==> src/hw/rtl/gda_pkg.sv <==
// ----------------------------------------------------------------------------
// Gregorian date advance package
// Shared types, constants and calendar functions for the date advance unit.
// ----------------------------------------------------------------------------
package gda_pkg;

	localparam logic [15:0] YEAR_MAX      = 16'hFFFF;
	localparam logic [8:0]  QUAD_CENT     = 9'd400;
	localparam logic [8:0]  QUAD_LAST     = 9'd399;
	localparam logic [8:0]  CENT_ONE      = 9'd100;
	localparam logic [8:0]  CENT_TWO      = 9'd200;
	localparam logic [8:0]  CENT_THREE    = 9'd300;
	localparam logic [3:0]  MON_JAN       = 4'd1;
	localparam logic [3:0]  MON_FEB       = 4'd2;
	localparam logic [3:0]  MON_APR       = 4'd4;
	localparam logic [3:0]  MON_JUN       = 4'd6;
	localparam logic [3:0]  MON_SEP       = 4'd9;
	localparam logic [3:0]  MON_NOV       = 4'd11;
	localparam logic [3:0]  MON_DEC       = 4'd12;
	localparam logic [4:0]  DAY_FIRST     = 5'd1;
	localparam logic [4:0]  DAY_LAST      = 5'd31;
	localparam logic [11:0] DIV25_MUL     = 12'd2622;
	localparam int unsigned MOD_IDX_BITS  = 1;

	localparam logic [MOD_IDX_BITS-1:0] MOD_QUOT = 1'b0;
	localparam logic [MOD_IDX_BITS-1:0] MOD_REM  = 1'b1;

	typedef struct packed {
		logic                    load;
		logic                    mod_step;
		logic [MOD_IDX_BITS-1:0] mod_idx;
		logic                    clamp;
		logic                    walk;
	} gda_cmd_t;

	typedef struct packed {
		logic left_zero;
	} gda_status_t;

	// Leap test from the year taken modulo 400.
	function automatic logic leap_from_mod(input logic [8:0] m400);
		logic by_four;
		logic on_cent;
		by_four = (m400[1:0] == 2'b00);
		on_cent = (m400 == 9'd0) || (m400 == CENT_ONE) || (m400 == CENT_TWO)
			|| (m400 == CENT_THREE);
		return (by_four && !on_cent) || (m400 == 9'd0);
	endfunction

	function automatic logic [4:0] month_len(input logic [3:0] mon, input logic leap);
		logic [4:0] len;
		if (mon == MON_FEB) begin
			len = leap ? 5'd29 : 5'd28;
		end else if ((mon == MON_APR) || (mon == MON_JUN) || (mon == MON_SEP)
			|| (mon == MON_NOV)) begin
			len = 5'd30;
		end else begin
			len = 5'd31;
		end
		return len;
	endfunction

endpackage

==> src/hw/rtl/gda_datapath.sv <==
// ----------------------------------------------------------------------------
// Gregorian date advance datapath
// Holds the date, the remaining day count and the year modulo 400. The year
// is reduced modulo 400 in two steps by a reciprocal multiply, the day is
// clamped, then one month step is performed per cycle on command.
// ----------------------------------------------------------------------------
module gda_datapath
	import gda_pkg::*;
#(
	parameter int unsigned DAYS_BITS = 16
) (
	input  logic                 clk,
	input  logic                 arst_n,
	input  gda_cmd_t             cmd,
	input  logic [4:0]           start_day,
	input  logic [3:0]           start_month,
	input  logic [15:0]          start_year,
	input  logic [DAYS_BITS-1:0] days_to_add,
	output gda_status_t          status,
	output logic [4:0]           end_day,
	output logic [3:0]           end_month,
	output logic [15:0]          end_year,
	output logic                 year_overflow
);

	logic [4:0]           day_q;
	logic [3:0]           mon_q;
	logic [15:0]          yr_q;
	logic [DAYS_BITS-1:0] left_q;
	logic                 ovf_q;
	logic [8:0]           m400_q;
	logic [7:0]           quot_q;

	logic                 leap;
	logic [4:0]           len;
	logic [DAYS_BITS:0]   reach;
	logic [4:0]           consume;
	logic [23:0]          quot_prod;
	logic [15:0]          quot_x400;

	assign leap      = leap_from_mod(m400_q);
	assign len       = month_len(mon_q, leap);
	assign reach     = {{(DAYS_BITS-4){1'b0}}, day_q} + {1'b0, left_q};
	assign consume   = len - day_q + DAY_FIRST;
	assign quot_prod = {12'd0, yr_q[15:4]} * {12'd0, DIV25_MUL};
	assign quot_x400 = {8'd0, quot_q} * {7'd0, QUAD_CENT};

	always_ff @(posedge clk or negedge arst_n) begin
		if (!arst_n) begin
			day_q  <= DAY_FIRST;
			mon_q  <= MON_JAN;
			yr_q   <= '0;
			left_q <= '0;
			ovf_q  <= 1'b0;
			m400_q <= '0;
			quot_q <= '0;
		end else if (cmd.load) begin
			day_q  <= (start_day == 5'd0) ? DAY_FIRST : start_day;
			mon_q  <= (start_month == 4'd0) ? MON_JAN :
				((start_month > MON_DEC) ? MON_DEC : start_month);
			yr_q   <= start_year;
			left_q <= days_to_add;
			ovf_q  <= 1'b0;
			m400_q <= '0;
		end else if (cmd.mod_step) begin
			if (cmd.mod_idx == MOD_QUOT) begin
				quot_q <= quot_prod[23:16];
			end else begin
				m400_q <= yr_q[8:0] - quot_x400[8:0];
			end
		end else if (cmd.clamp) begin
			if (day_q > len) begin
				day_q <= len;
			end
		end else if (cmd.walk) begin
			if (reach > {{(DAYS_BITS-4){1'b0}}, len}) begin
				left_q <= left_q - {{(DAYS_BITS-5){1'b0}}, consume};
				day_q  <= DAY_FIRST;
				if (mon_q == MON_DEC) begin
					if (yr_q == YEAR_MAX) begin
						ovf_q  <= 1'b1;
						day_q  <= DAY_LAST;
						left_q <= '0;
					end else begin
						mon_q  <= MON_JAN;
						yr_q   <= yr_q + 16'd1;
						m400_q <= (m400_q == QUAD_LAST) ? 9'd0 : m400_q + 9'd1;
					end
				end else begin
					mon_q <= mon_q + 4'd1;
				end
			end else begin
				day_q  <= day_q + left_q[4:0];
				left_q <= '0;
			end
		end
	end

	assign status.left_zero = (left_q == '0);
	assign end_day          = day_q;
	assign end_month        = mon_q;
	assign end_year         = yr_q;
	assign year_overflow    = ovf_q;

endmodule

==> src/hw/rtl/gda_controller.sv <==
// ----------------------------------------------------------------------------
// Gregorian date advance controller
// Sequences load, year reduction, day clamp and the month walk, and drives
// the busy and done handshake signals.
// ----------------------------------------------------------------------------
module gda_controller
	import gda_pkg::*;
(
	input  logic        clk,
	input  logic        arst_n,
	input  logic        start,
	input  gda_status_t status,
	output gda_cmd_t    cmd,
	output logic        busy,
	output logic        done
);

	typedef enum logic [2:0] {
		S_IDLE,
		S_MOD,
		S_CLAMP,
		S_WALK,
		S_DONE
	} state_t;

	state_t                  state_q;
	logic [MOD_IDX_BITS-1:0] cnt_q;
	logic                    busy_q;
	logic                    done_q;
	logic                    accept;

	assign accept = start && !busy_q;

	always_ff @(posedge clk or negedge arst_n) begin
		if (!arst_n) begin
			state_q <= S_IDLE;
			cnt_q   <= MOD_QUOT;
			busy_q  <= 1'b0;
			done_q  <= 1'b0;
		end else begin
			done_q <= 1'b0;
			unique case (state_q)
				S_IDLE, S_DONE: begin
					if (accept) begin
						state_q <= S_MOD;
						cnt_q   <= MOD_QUOT;
						busy_q  <= 1'b1;
					end else begin
						state_q <= S_IDLE;
					end
				end
				S_MOD: begin
					cnt_q <= cnt_q + 1'b1;
					if (cnt_q == MOD_REM) begin
						state_q <= S_CLAMP;
					end
				end
				S_CLAMP: begin
					state_q <= S_WALK;
				end
				S_WALK: begin
					if (status.left_zero) begin
						state_q <= S_DONE;
						busy_q  <= 1'b0;
						done_q  <= 1'b1;
					end
				end
				default: begin
					state_q <= S_IDLE;
					busy_q  <= 1'b0;
				end
			endcase
		end
	end

	always_comb begin
		cmd          = '0;
		cmd.load     = accept;
		cmd.mod_step = (state_q == S_MOD);
		cmd.mod_idx  = cnt_q;
		cmd.clamp    = (state_q == S_CLAMP);
		cmd.walk     = (state_q == S_WALK) && !status.left_zero;
	end

	assign busy = busy_q;
	assign done = done_q;

	assert property (@(posedge clk) disable iff (!arst_n)
		done |-> !busy)
		else $error("done raised while busy");
	assert property (@(posedge clk) disable iff (!arst_n)
		(state_q == S_WALK && !status.left_zero) |=> busy)
		else $error("busy dropped while days remain");
	assert property (@(posedge clk) disable iff (!arst_n)
		done |=> !done)
		else $error("done held longer than one cycle");

endmodule

==> src/hw/rtl/gregorian_date_advance_unit.sv <==
// ----------------------------------------------------------------------------
// Gregorian date advance unit
// Adds a day count to a Gregorian date, walking one month per cycle.
// ----------------------------------------------------------------------------
// A transaction is accepted at a rising edge where start is high and busy is
// low; start_day, start_month, start_year and days_to_add are sampled then.
// The result appears on end_day, end_month, end_year and year_overflow for
// exactly one cycle, marked by done; the receiver cannot stall it, and the
// result ports keep their value until the next transaction is accepted.
// After acceptance the year is reduced modulo 400 by a reciprocal multiply,
// the day is clamped, the walk advances one month per step, and then done is
// raised. The walk takes one step per month boundary crossed plus one when
// days remain inside the last month. Only one transaction is in flight; the
// next one may be accepted in the cycle that shows done. Out-of-range months
// and days are corrected before the walk, and a year past 65535 saturates at
// 31 December 65535 with year_overflow set. Reset returns the controller to
// idle with busy low.
// ----------------------------------------------------------------------------
module gregorian_date_advance_unit
	import gda_pkg::*;
#(
	parameter int unsigned DAYS_BITS = 16
) (
	input  logic                 clk,
	input  logic                 arst_n,
	input  logic                 start,
	output logic                 busy,
	input  logic [4:0]           start_day,
	input  logic [3:0]           start_month,
	input  logic [15:0]          start_year,
	input  logic [DAYS_BITS-1:0] days_to_add,
	output logic                 done,
	output logic [4:0]           end_day,
	output logic [3:0]           end_month,
	output logic [15:0]          end_year,
	output logic                 year_overflow
);

	gda_cmd_t    cmd;
	gda_status_t status;

	gda_controller u_ctrl (
		.clk    (clk),
		.arst_n (arst_n),
		.start  (start),
		.status (status),
		.cmd    (cmd),
		.busy   (busy),
		.done   (done)
	);

	gda_datapath #(
		.DAYS_BITS (DAYS_BITS)
	) u_dp (
		.clk           (clk),
		.arst_n        (arst_n),
		.cmd           (cmd),
		.start_day     (start_day),
		.start_month   (start_month),
		.start_year    (start_year),
		.days_to_add   (days_to_add),
		.status        (status),
		.end_day       (end_day),
		.end_month     (end_month),
		.end_year      (end_year),
		.year_overflow (year_overflow)
	);

	assert property (@(posedge clk) disable iff (!arst_n)
		done |-> (end_month >= MON_JAN) && (end_month <= MON_DEC))
		else $error("result month out of range");
	assert property (@(posedge clk) disable iff (!arst_n)
		done |-> (end_day != 5'd0))
		else $error("result day is zero");
	assert property (@(posedge clk) disable iff (!arst_n)
		(done && year_overflow) |-> (end_year == YEAR_MAX) && (end_day == DAY_LAST))
		else $error("overflow result not saturated");

endmodule

==> config.mk <==
export PLATFORM = sky130hd
export DESIGN_NAME = gregorian_date_advance_unit
export DESIGN_NICKNAME = d
export VERILOG_FILES = /design/src/hw/rtl/gda_pkg.sv /design/src/hw/rtl/gda_datapath.sv /design/src/hw/rtl/gda_controller.sv /design/src/hw/rtl/gregorian_date_advance_unit.sv
export SDC_FILE = /design/constraint.sdc
export NUM_CORES = 1
export LEC_CHECK = 0
export ABC_AREA = 1
export BUFFER_PORTS_ARGS = -buffer_cell sky130_fd_sc_hd__buf_4
export CORE_UTILIZATION = 55
export DETAILED_ROUTE_END_ITERATION = 16
export HOLD_SLACK_MARGIN = 0.06
export PLACE_DENSITY = 0.84
export RECOVER_POWER = 25
export SKIP_CTS_REPAIR_TIMING = 1
export SLEW_MARGIN = 0
export SYNTH_ARGS = -nofsm -noshare
export SYNTH_HDL_FRONTEND = slang
export SYNTH_SLANG_ARGS = --single-unit
==> constraint.sdc <==
create_clock -name clk -period 5.6 [get_ports clk]
set_clock_uncertainty 0.05 [all_clocks]
set_input_delay 1.68 -clock clk [delete_from_list [all_inputs] [get_ports clk]]
set_output_delay 1.68 -clock clk [all_outputs]
set_load 0.02 [all_outputs]
==> impl_metrics.tcl, run 1 <==
set metrics [dict create \
    status "finished, violations left" \
    failed_checks "max-capacitance violations, max-slew violations" \
    synth_edf_count 0 \
    hold_viol_final 0 \
    hold_depth 2 \
    cp-start-kind "flop" \
    final_nets 1280 \
    ant_nets 0 \
    yosysTopAreaCellShare_pct 19.2 \
    synthFlopType "dfrtp_1" \
    fmax_mhz 221 \
    cp_slowest_stage_delay_ns 0.69 \
    fin_crit_sh_pct 80.9 \
    r2r_cells 16 \
    required_ns 5.78 \
    avgSynthCellArea_um2 7.66 \
    path_clk_slew_ns 0.06 \
    design_area_um2 8730 \
    multi_input_area_um2 5460 \
    wirelength_um 18900 \
    dp.cells 1250 \
    core_area_um2 13900 \
    layout-area-overhead-vs-synth_pct 11.8 \
    htree_levels 3 \
    relSlewSlack_pct -122 \
    io_buffer_count 71 \
    synth_cells 1019 \
    syn-num-nets 1218 \
    initial_core_util_pct 56.2 \
    clock_latency_ns 0.34 \
    die_w_um 121 \
    cts.sinks 62 \
    crit_fanout 12 \
    synth.distinct_cells 55 \
    crit_slowest_cell "dfrtp_1" \
    synth_top_area_cell "dfrtp_1" \
    yosysMostFrequentCell "nand2_1" \
    antenna_found_initial 0 \
    dpl.hpwl_um 14800 \
    antenna_cells 0 \
    grt_pass1_wl_um 32100 \
    cts_root_buffer "clkbuf_16" \
    drt_pass1_iterations 8 \
    tightest_slew_ns 3.34 \
    fin_crit_ns 4.53 \
    post_dp_cell_area_um2 8430 \
    pin_count 72 \
    place.gp.congestion 0.920 \
    post_drt_wl_per_cell_um 14.9 \
    end_kind "flop" \
    rsz0062_at_grt "false" \
    final.fill_count 1188 \
    seqCellArea_um2 1550 \
    pre_cts_ws_ns 1.08 \
    clk_path_buf_depth 2 \
    via_per_inst 5.50 \
    vias 6962 \
    synth_seq_cells 62 \
    grt_pass1_vias 6876 \
    final_cells 1266 \
    async_reset_ff_share_pct 100 \
    ys_seq_area_share_pct 19.9 \
    synth_warnings 0 \
    dieArea_um2 14700 \
    final_layout_size_suffix_gt1_share_pct 13.4 \
    grt_max_degree 63 \
    crit_path_cell_trace "fa_1 -> ha_1 -> inv_1 -> fa_1 -> fa_1 -> inv_1 -> fa_1 -> ha_1 -> a21oi_1 -> o21ai_0 -> a211oi_1 -> nand2_1 -> nand2_1 -> nand2_1 -> nand2_1 -> nand2_1" \
    syn_area_um2 7810 \
    cp_data_arrival_time_ns 4.71 \
    finalSetupTns_ns 0 \
    critical_path_class "reg -> reg" \
    drv_cap 1 \
    rows 43 \
    hp-class "reg -> reg" \
    netlist_top_cells_area "dfrtp_1 19%, ha_1 18%, fa_1 12%" \
    setup_slack_ns 1.07 \
    die_h_um 121 \
    synth_common_cells "212 x nand2_1, 159 x inv_1, 110 x ha_1, 86 x nor2_1, 60 x dfrtp_1" \
    setup_violations 0 \
    path_common_cell "nand2_1" \
    slew_violations 63 \
    drcViolationCount 0 \
    grt-ovfl-total 0 \
    drtIter0Drc 599 \
    cts_tree "done" \
    grt_usage_pct 27.9 \
    cts_buffers 9 \
]
[through the flow]
| stage | hold slack [ns] | util (%) |
|---|---|---|
| after floorplan | 0.403 | - |
| after detailed placement | 0.439 | 60.7 |
| after global routing | 0.492 | 62.9 |
| after global placement | 0.423 | 60.7 |
| final | 0.447 | 62.9 |
| after CTS | 0.454 | 62.9 |
[path summary, 6_finish.rpt]
path                                    from                end  slack (ns)
min                           u_dp.quot_q[3]     u_dp.quot_q[3]        0.45
max                        u_dp.end_year[14]     u_dp.quot_q[4]        1.07
max reg2reg                u_dp.end_year[14]     u_dp.quot_q[4]        1.07
max in group asynchronous             arst_n  u_dp.end_year[15]        1.22
min in group asynchronous             arst_n    u_dp.left_q[15]        2.40
min reg2reg                   u_dp.quot_q[3]     u_dp.quot_q[3]        0.45
[registers in the layout, summed over array words and instances (netlist names)]
register,count
u_ctrl.busy,1
u_ctrl.cnt_q,1
u_ctrl.done,1
u_ctrl.state_q,3
u_dp.end_day,5
u_dp.end_month,4
u_dp.end_year,16
u_dp.left_q,16
u_dp.m400_q,9
u_dp.quot_q,5
u_dp.year_overflow,1
[layout make-up]
| class | count | share of cell area [%] |
|---|---|---|
| clock inverters | 6 | 0.803 |
| clock buffers | 10 | 2.74 |
| flip-flops and latches | 62 | 17.8 |
| inverters | 165 | 7.12 |
| repair buffers | 75 | 6.41 |
| multi-input cells | 768 | 62.6 |
| well taps | 180 | 2.58 |
[per-layer routing]
metal	vias up	wire length (um)	GRT usage, %
met5	-	0	0
met4	0	530	11.3
met3	33	882	3.76
met2	210	9560	49.5
met1	3285	7910	33.9
li1	3434	-	-
[layout by cell type (no fill, tap or decap), drive strengths merged, types with 21 or more instances in the layout]
| master | instances |
|---|---|
| fa | 45 |
| o21ai | 50 |
| nand3 | 60 |
| nand2 | 225 |
| ha | 110 |
| dfrtp | 60 |
| inv | 164 |
| buf | 74 |
| nand4 | 21 |
| xor2 | 28 |
| nor2 | 95 |
| a21oi | 59 |
[worst max-delay path: cells and delay by family, from the launching register on]
kind / cells / cell delay (ns)
compound gates: 3 / 0.64
fa+ha+maj: 6 / 2.63
buf+inv: 2 / 0.12
flops: 1 / 0.69
simple gates: 5 / 0.29
[logic make-up after synthesis]
group	after synthesis	share of synthesized area, %
AOI/OAI and AO/OA	147	11.3
muxes	5	0.641
buffers and inverters	189	10.1
xor gates and xnor gates	41	4.60
DFF	62	19.9
and+or+nand+nor	420	24.2
adders and majority gates	155	29.2
Power of run 1 is not shown: default switching activity piles up to over one toggle a cycle in this logic, so the estimate is an artifact.
==> run 2, diff against run 1 <==
--- a/config.mk
+++ b/config.mk
@@ -5,7 +5,7 @@
 export SDC_FILE = /design/constraint.sdc
 export NUM_CORES = 1
 export LEC_CHECK = 0
-export ABC_AREA = 1
+export ABC_AREA = 0
 export BUFFER_PORTS_ARGS = -buffer_cell sky130_fd_sc_hd__buf_4
 export CORE_UTILIZATION = 55
 export DETAILED_ROUTE_END_ITERATION = 16
==> constraint.sdc (replaced) <==
create_clock -name clk -period 4.2 [get_ports clk]
set_clock_uncertainty 0.05 [all_clocks]
set_input_delay 1.26 -clock clk [delete_from_list [all_inputs] [get_ports clk]]
set_output_delay 1.26 -clock clk [all_outputs]
set_load 0.02 [all_outputs]
==> run 2 against run 1 <==
Synthesized area fell by 5.4%. Worst hold slack improved by 0.010 ns. First-iteration DRC count rose by 9.8%. Setup slack got worse by 1.5 ns. The flow finishes with violations (max-capacitance violations, max-slew violations, negative setup slack).
==> impl_metrics.tcl, run 2 <==
set metrics [dict create \
    fmax_mhz 215 \
    failed_checks "max-capacitance violations, max-slew violations, negative setup slack" \
    drtIter0Drc 658 \
    netlist_top_cells_area "dfrtp_1 20%, ha_1 19%, fa_1 12%" \
    cp-start-kind "flop" \
    syn-num-nets 1038 \
    cts.sinks 62 \
    tightest_slew_ns 1.69 \
    post_drt_wl_per_cell_um 18.7 \
    clk_path_buf_depth 2 \
    grt_pass1_wl_um 32100 \
    final_layout_size_suffix_gt1_share_pct 24.1 \
    async_reset_ff_share_pct 100 \
    fin_crit_ns 4.65 \
    initial_core_util_pct 57.4 \
    drv_cap 1 \
    seqCellArea_um2 1570 \
    fin_util_pct 70.9 \
    dieArea_um2 13900 \
    path_clk_slew_ns 0.06 \
    die_h_um 118 \
    grt_usage_pct 29.3 \
    avgSynthCellArea_um2 8.80 \
    fin_crit_sh_pct 111 \
    setup_violations 5 \
    synthFlopType "dfrtp_1" \
    ys_seq_area_share_pct 21.0 \
    final_cells 1138 \
    hp-class "reg -> reg" \
    crit_fanout 6 \
    antenna_cells 0 \
    finalSetupTns_ns -1.83 \
    power.density_nw_per_um2 676 \
    required_ns 4.41 \
    pin_count 72 \
    vias 6993 \
    synth_warnings 0 \
    multi_input_area_um2 5560 \
    htree_levels 3 \
    core_area_um2 12900 \
    yosysTopAreaCellShare_pct 20.3 \
    antenna_found_initial 1 \
    cp_data_arrival_time_ns 4.86 \
    dpl.hpwl_um 15100 \
    status "finished, violations left" \
    irDropWorstVdd_mv 0.693 \
    synth_top_area_cell "dfrtp_1" \
    grt-ovfl-total 0 \
    layout-area-overhead-vs-synth_pct 23.6 \
    via_per_inst 6.14 \
    synth_edf_count 0 \
    yosysMostFrequentCell "ha_1" \
    synth_common_cells "110 x ha_1, 100 x inv_1, 64 x nor2_1, 62 x nand2_1, 60 x dfrtp_1" \
    syn_area_um2 7390 \
    die_w_um 118 \
    dp.cells 1109 \
    rsz0062_at_grt "true" \
    hold_depth 2 \
    final.fill_count 924 \
    mostFrequentLayoutCells "145 x buf_4, 101 x ha_1, 95 x inv_1, 64 x nor2_1, 60 x nand2_1" \
    drt_pass1_iterations 6 \
    synth_cells 839 \
    ant_nets 0 \
    clock_latency_ns 0.36 \
    end_kind "flop" \
    final_common_cell "buf_4" \
    relSlewSlack_pct -12.6 \
    synth_seq_cells 62 \
    setup_slack_ns -0.446 \
    cts_tree "done" \
    grt_max_degree 63 \
    leakagePower_nw 4.38 \
    place.gp.congestion 0.968 \
    grt_pass1_vias 6596 \
    wirelength_um 21300 \
    final_nets 1160 \
    critical_path_class "reg -> reg" \
    synth.distinct_cells 83 \
    slew_violations 63 \
    rrSetupSlack_ns -0.45 \
    cts_root_buffer "clkbuf_16" \
    hold_viol_final 0 \
    io_buffer_count 71 \
    drcViolationCount 0 \
    cts_buffers 9 \
    r2r_cells 17 \
    rows 41 \
]
[run 2: where the power goes]
group | switching [W] | internal [W]
Combinational | 0.00243 | 0.00212
Clock | 0.000304 | 0.000430
Sequential | 0.000181 | 0.000703
[run 2: routing by layer]
layer,wire length [um],GRT usage [%],up-vias,part of all wire [%]
met5,8,0,-,0.038
met4,692,11.3,2,3.3
met3,1490,6.10,64,7.0
met2,10100,47.0,319,47
met1,8990,38.6,3386,42
li1,-,-,3222,-
[run 2: logic make-up (layout without fill, tap and decap cells)]
logic type	after synthesis	after routing	share of synthesized area [%]
and+or+nand+nor	263	263	17.9
buffers and inverters	137	264	7.47
DFF	62	62	21.0
muxes	12	12	1.64
xor gates and xnor gates	27	27	3.20
adders and majority gates	155	155	30.8
AOI/OAI and AO/OA	183	183	17.9
[run 2: final timing paths]
check / startpoint / to
worst max-delay path: u_dp.end_year[8] / u_dp.quot_q[4]
worst min-delay path: u_dp.quot_q[1] / u_dp.quot_q[1]
worst max register to register: u_dp.end_year[8] / u_dp.quot_q[4]
worst min register to register: u_dp.quot_q[1] / u_dp.quot_q[1]
max in group asynchronous: arst_n / u_dp.end_year[12]
min in group asynchronous: arst_n / u_dp.end_year[3]
[run 2: metrics by stage]
step           hold slack, ns  instance area (um^2)  total power, W  setup WS [ns]
5_1_grt                 0.480                  9130         0.00666         -0.580
2_1_floorplan           0.400                  7430         0.00357         -0.191
4_1_cts                 0.451                  8800         0.00533         -0.349
6_report                0.457                  9130         0.00617         -0.446
3_5_place_dp            0.438                  8510         0.00454         -0.313
3_3_place_gp            0.417                  8510         0.00435         -0.145
[run 2: cell type report]
class                           instances  area share (%)
Tap cell                              172            2.36
Clock inverter                          5           0.370
Inverter                              100            4.11
Clock buffer                           11            2.77
Timing Repair Buffer                  148            12.3
Sequential cell                        62            17.2
Multi-Input combinational cell        640            60.9
[run 2: critical path: stages (launching register included)]
cell and delay, ns:
dfrtp_2 0.47, buf_6 0.14, ha_1 0.26, ha_1 0.29, inv_1 0.07, fa_1 0.51, fa_1 0.55, inv_1 0.07
fa_1 0.45, ha_1 0.34, a21o_1 0.17, a21o_1 0.16, a21oi_2 0.20, nand2_2 0.10, o221ai_4 0.21, o21ai_2 0.13
o21a_1 0.18, o31ai_1 0.19
(Power assumes the default switching activity.)
==> run 3, diff against run 2 <==
--- a/config.mk
+++ b/config.mk
@@ -8,9 +8,10 @@
 export ABC_AREA = 0
 export BUFFER_PORTS_ARGS = -buffer_cell sky130_fd_sc_hd__buf_4
 export CORE_UTILIZATION = 55
+export CTS_BUF_LIST = sky130_fd_sc_hd__clkbuf_4
 export DETAILED_ROUTE_END_ITERATION = 16
 export HOLD_SLACK_MARGIN = 0.06
-export PLACE_DENSITY = 0.84
+export PLACE_DENSITY_LB_ADDON = 0.08
 export RECOVER_POWER = 25
 export SKIP_CTS_REPAIR_TIMING = 1
 export SLEW_MARGIN = 0
==> run 3 against run 2 <==
The flow still finishes with violations (max-capacitance violations, max-slew violations, negative setup slack). Setup slack better by 0.17 ns. Fmax up 3.9%. Global-route usage up 0.72 points. Power down 11%. Critical path depth up 1. Clock power down 39%. Combinational power down 8.1%. First-iteration DRC count down 26%. Critical path type unchanged.
==> impl_metrics.tcl, run 3 (synthesis gave the netlist of run 2 again) <==
set metrics [dict create \
    drt_pass1_iterations 5 \
    dpl.hpwl_um 15600 \
    critical_path_class "reg -> reg" \
    fmax_mhz 224 \
    setup_violations 5 \
    cts_buffers 9 \
    final.fill_count 1027 \
    grt-ovfl-total 0 \
    grt_usage_pct 30.0 \
    post_drt_wl_per_cell_um 18.0 \
    htree_levels 3 \
    drtIter0Drc 489 \
    setup_slack_ns -0.272 \
    rows 41 \
    cp_data_arrival_time_ns 4.79 \
    mostFrequentLayoutCells "146 x buf_4, 102 x ha_1, 96 x inv_1, 64 x nor2_1, 61 x nand2_1" \
    via_per_inst 6.03 \
    status "finished, violations left" \
    drv_cap 1 \
    die_h_um 118 \
    dieArea_um2 13900 \
    grt.met3_usage_pct 4.89 \
    irDropWorstVdd_mv 0.441 \
    cp-start-kind "flop" \
    finalSetupTns_ns -0.993 \
    seqCellArea_um2 1570 \
    final_common_cell "buf_4" \
    multi_input_area_um2 5520 \
    cp_slowest_stage_delay_ns 0.56 \
    path_clk_slew_ns 0.13 \
    clk_path_buf_depth 2 \
    cts_root_buffer "clkbuf_4" \
    crit_slowest_cell "fa_1" \
    failed_checks "max-capacitance violations, max-slew violations, negative setup slack" \
    design_area_um2 8940 \
    tightest_slew_ns 1.72 \
    place.gp.congestion 0.935 \
    die_w_um 118 \
    crit_path_cell_trace "clkinvlp_4 -> fa_1 -> inv_1 -> ha_2 -> fa_1 -> ha_4 -> inv_1 -> fa_1 -> inv_1 -> ha_1 -> a21o_1 -> a21oi_2 -> nor2b_4 -> a221oi_4 -> o221ai_2 -> o21ai_2 -> o21a_1 -> o31ai_1" \
    antenna_cells 0 \
    relSlewSlack_pct -14.8 \
    vias 6855 \
    leakagePower_nw 4.30 \
    required_ns 4.52 \
    grt_pass1_wl_um 33500 \
    initial_core_util_pct 57.4 \
    io_buffer_count 71 \
    grtUsageMet1_pct 41.0 \
    worst_hold_slack_ns 0.461 \
    slew_violations 63 \
    use_met2_pct 49.1 \
    layout-area-overhead-vs-synth_pct 21.0 \
    hp-class "reg -> reg" \
    wirelength_um 20400 \
    core_area_um2 12900 \
    final_layout_size_suffix_gt1_share_pct 23.7 \
    cts_tree "done" \
    drcViolationCount 0 \
    ant_nets 0 \
    grt_max_degree 63 \
    top_usage_layer "met2" \
    end_kind "flop" \
    final_nets 1160 \
    cts.sinks 62 \
    grt_pass1_vias 6810 \
    clock_latency_ns 0.49 \
    post_dp_cell_area_um2 8530 \
    path_buf_inv 4 \
    hold_viol_final 0 \
    fin_crit_sh_pct 106 \
    rsz0062_at_grt "true" \
    antenna_found_initial 0 \
    pin_count 72 \
    crit_fanout 4 \
    power.density_nw_per_um2 617 \
    crit_family "adder cells" \
    fin_crit_ns 4.47 \
]
run 3: changes by cell type in the layout (fill, tap and decap cells not counted), sizes merged:
cell,previous run,this run
inv,100,99
bufinv,0,1
clkinv,3,1
clkinvlp,2,3
run 3: tightest hold or removal path, cell delays in order, from the launching register on:
cell and delay [ns]:
dfrtp_1 0.37, nand2_1 0.05, o31ai_1 0.06
run 3: layout make-up:
cell class,count,share of cell area [%]
multi-input combinational,640,61.8
clock buffer,11,0.924
clock inverter,4,0.560
sequential,62,17.5
timing repair buffer,148,12.5
inverter,100,4.24
tap,172,2.41
run 3: report_power, final:
group	internal (W)	total, W	switching (W)
logic	0.00199	0.00418	0.00218
clock network	0.000190	0.000449	0.000259
registers	0.000701	0.000890	0.000189
run 3: metal layers:
layer | wire, um | vias to the layer above | part of all wire (%)
met4 | 302 | 0 | 1.5
li1 | - | 3222 | -
met3 | 1160 | 41 | 5.7
met1 | 9180 | 3360 | 45
met5 | 0 | - | 0
met2 | 9780 | 232 | 48
run 3: stage by stage:
stage | total power (W) | setup WS [ns] | utilization, % | cells
6_report | 0.00551 | -0.272 | 69.4 | 1137
3_3_place_gp | 0.00441 | -0.163 | 66.2 | 1111
5_1_grt | 0.00607 | -0.421 | 69.4 | 1137
4_1_cts | 0.00507 | -0.343 | 67.3 | 1126
2_1_floorplan | 0.00357 | -0.191 | - | 839
3_5_place_dp | 0.00460 | -0.287 | 66.2 | 1111
run 3: final timing paths:
kind                                  start          endpoint  slack (ns)  cells past startpoint
max                        u_dp.end_year[6]    u_dp.quot_q[4]       -0.27                     18
min                          u_dp.quot_q[3]    u_dp.quot_q[3]        0.46                      2
max reg2reg                u_dp.end_year[6]    u_dp.quot_q[4]       -0.27                     18
min reg2reg                  u_dp.quot_q[3]    u_dp.quot_q[3]        0.46                      2
max in group asynchronous            arst_n  u_dp.end_year[8]        1.77                      1
min in group asynchronous            arst_n  u_dp.end_year[6]        1.13                      1
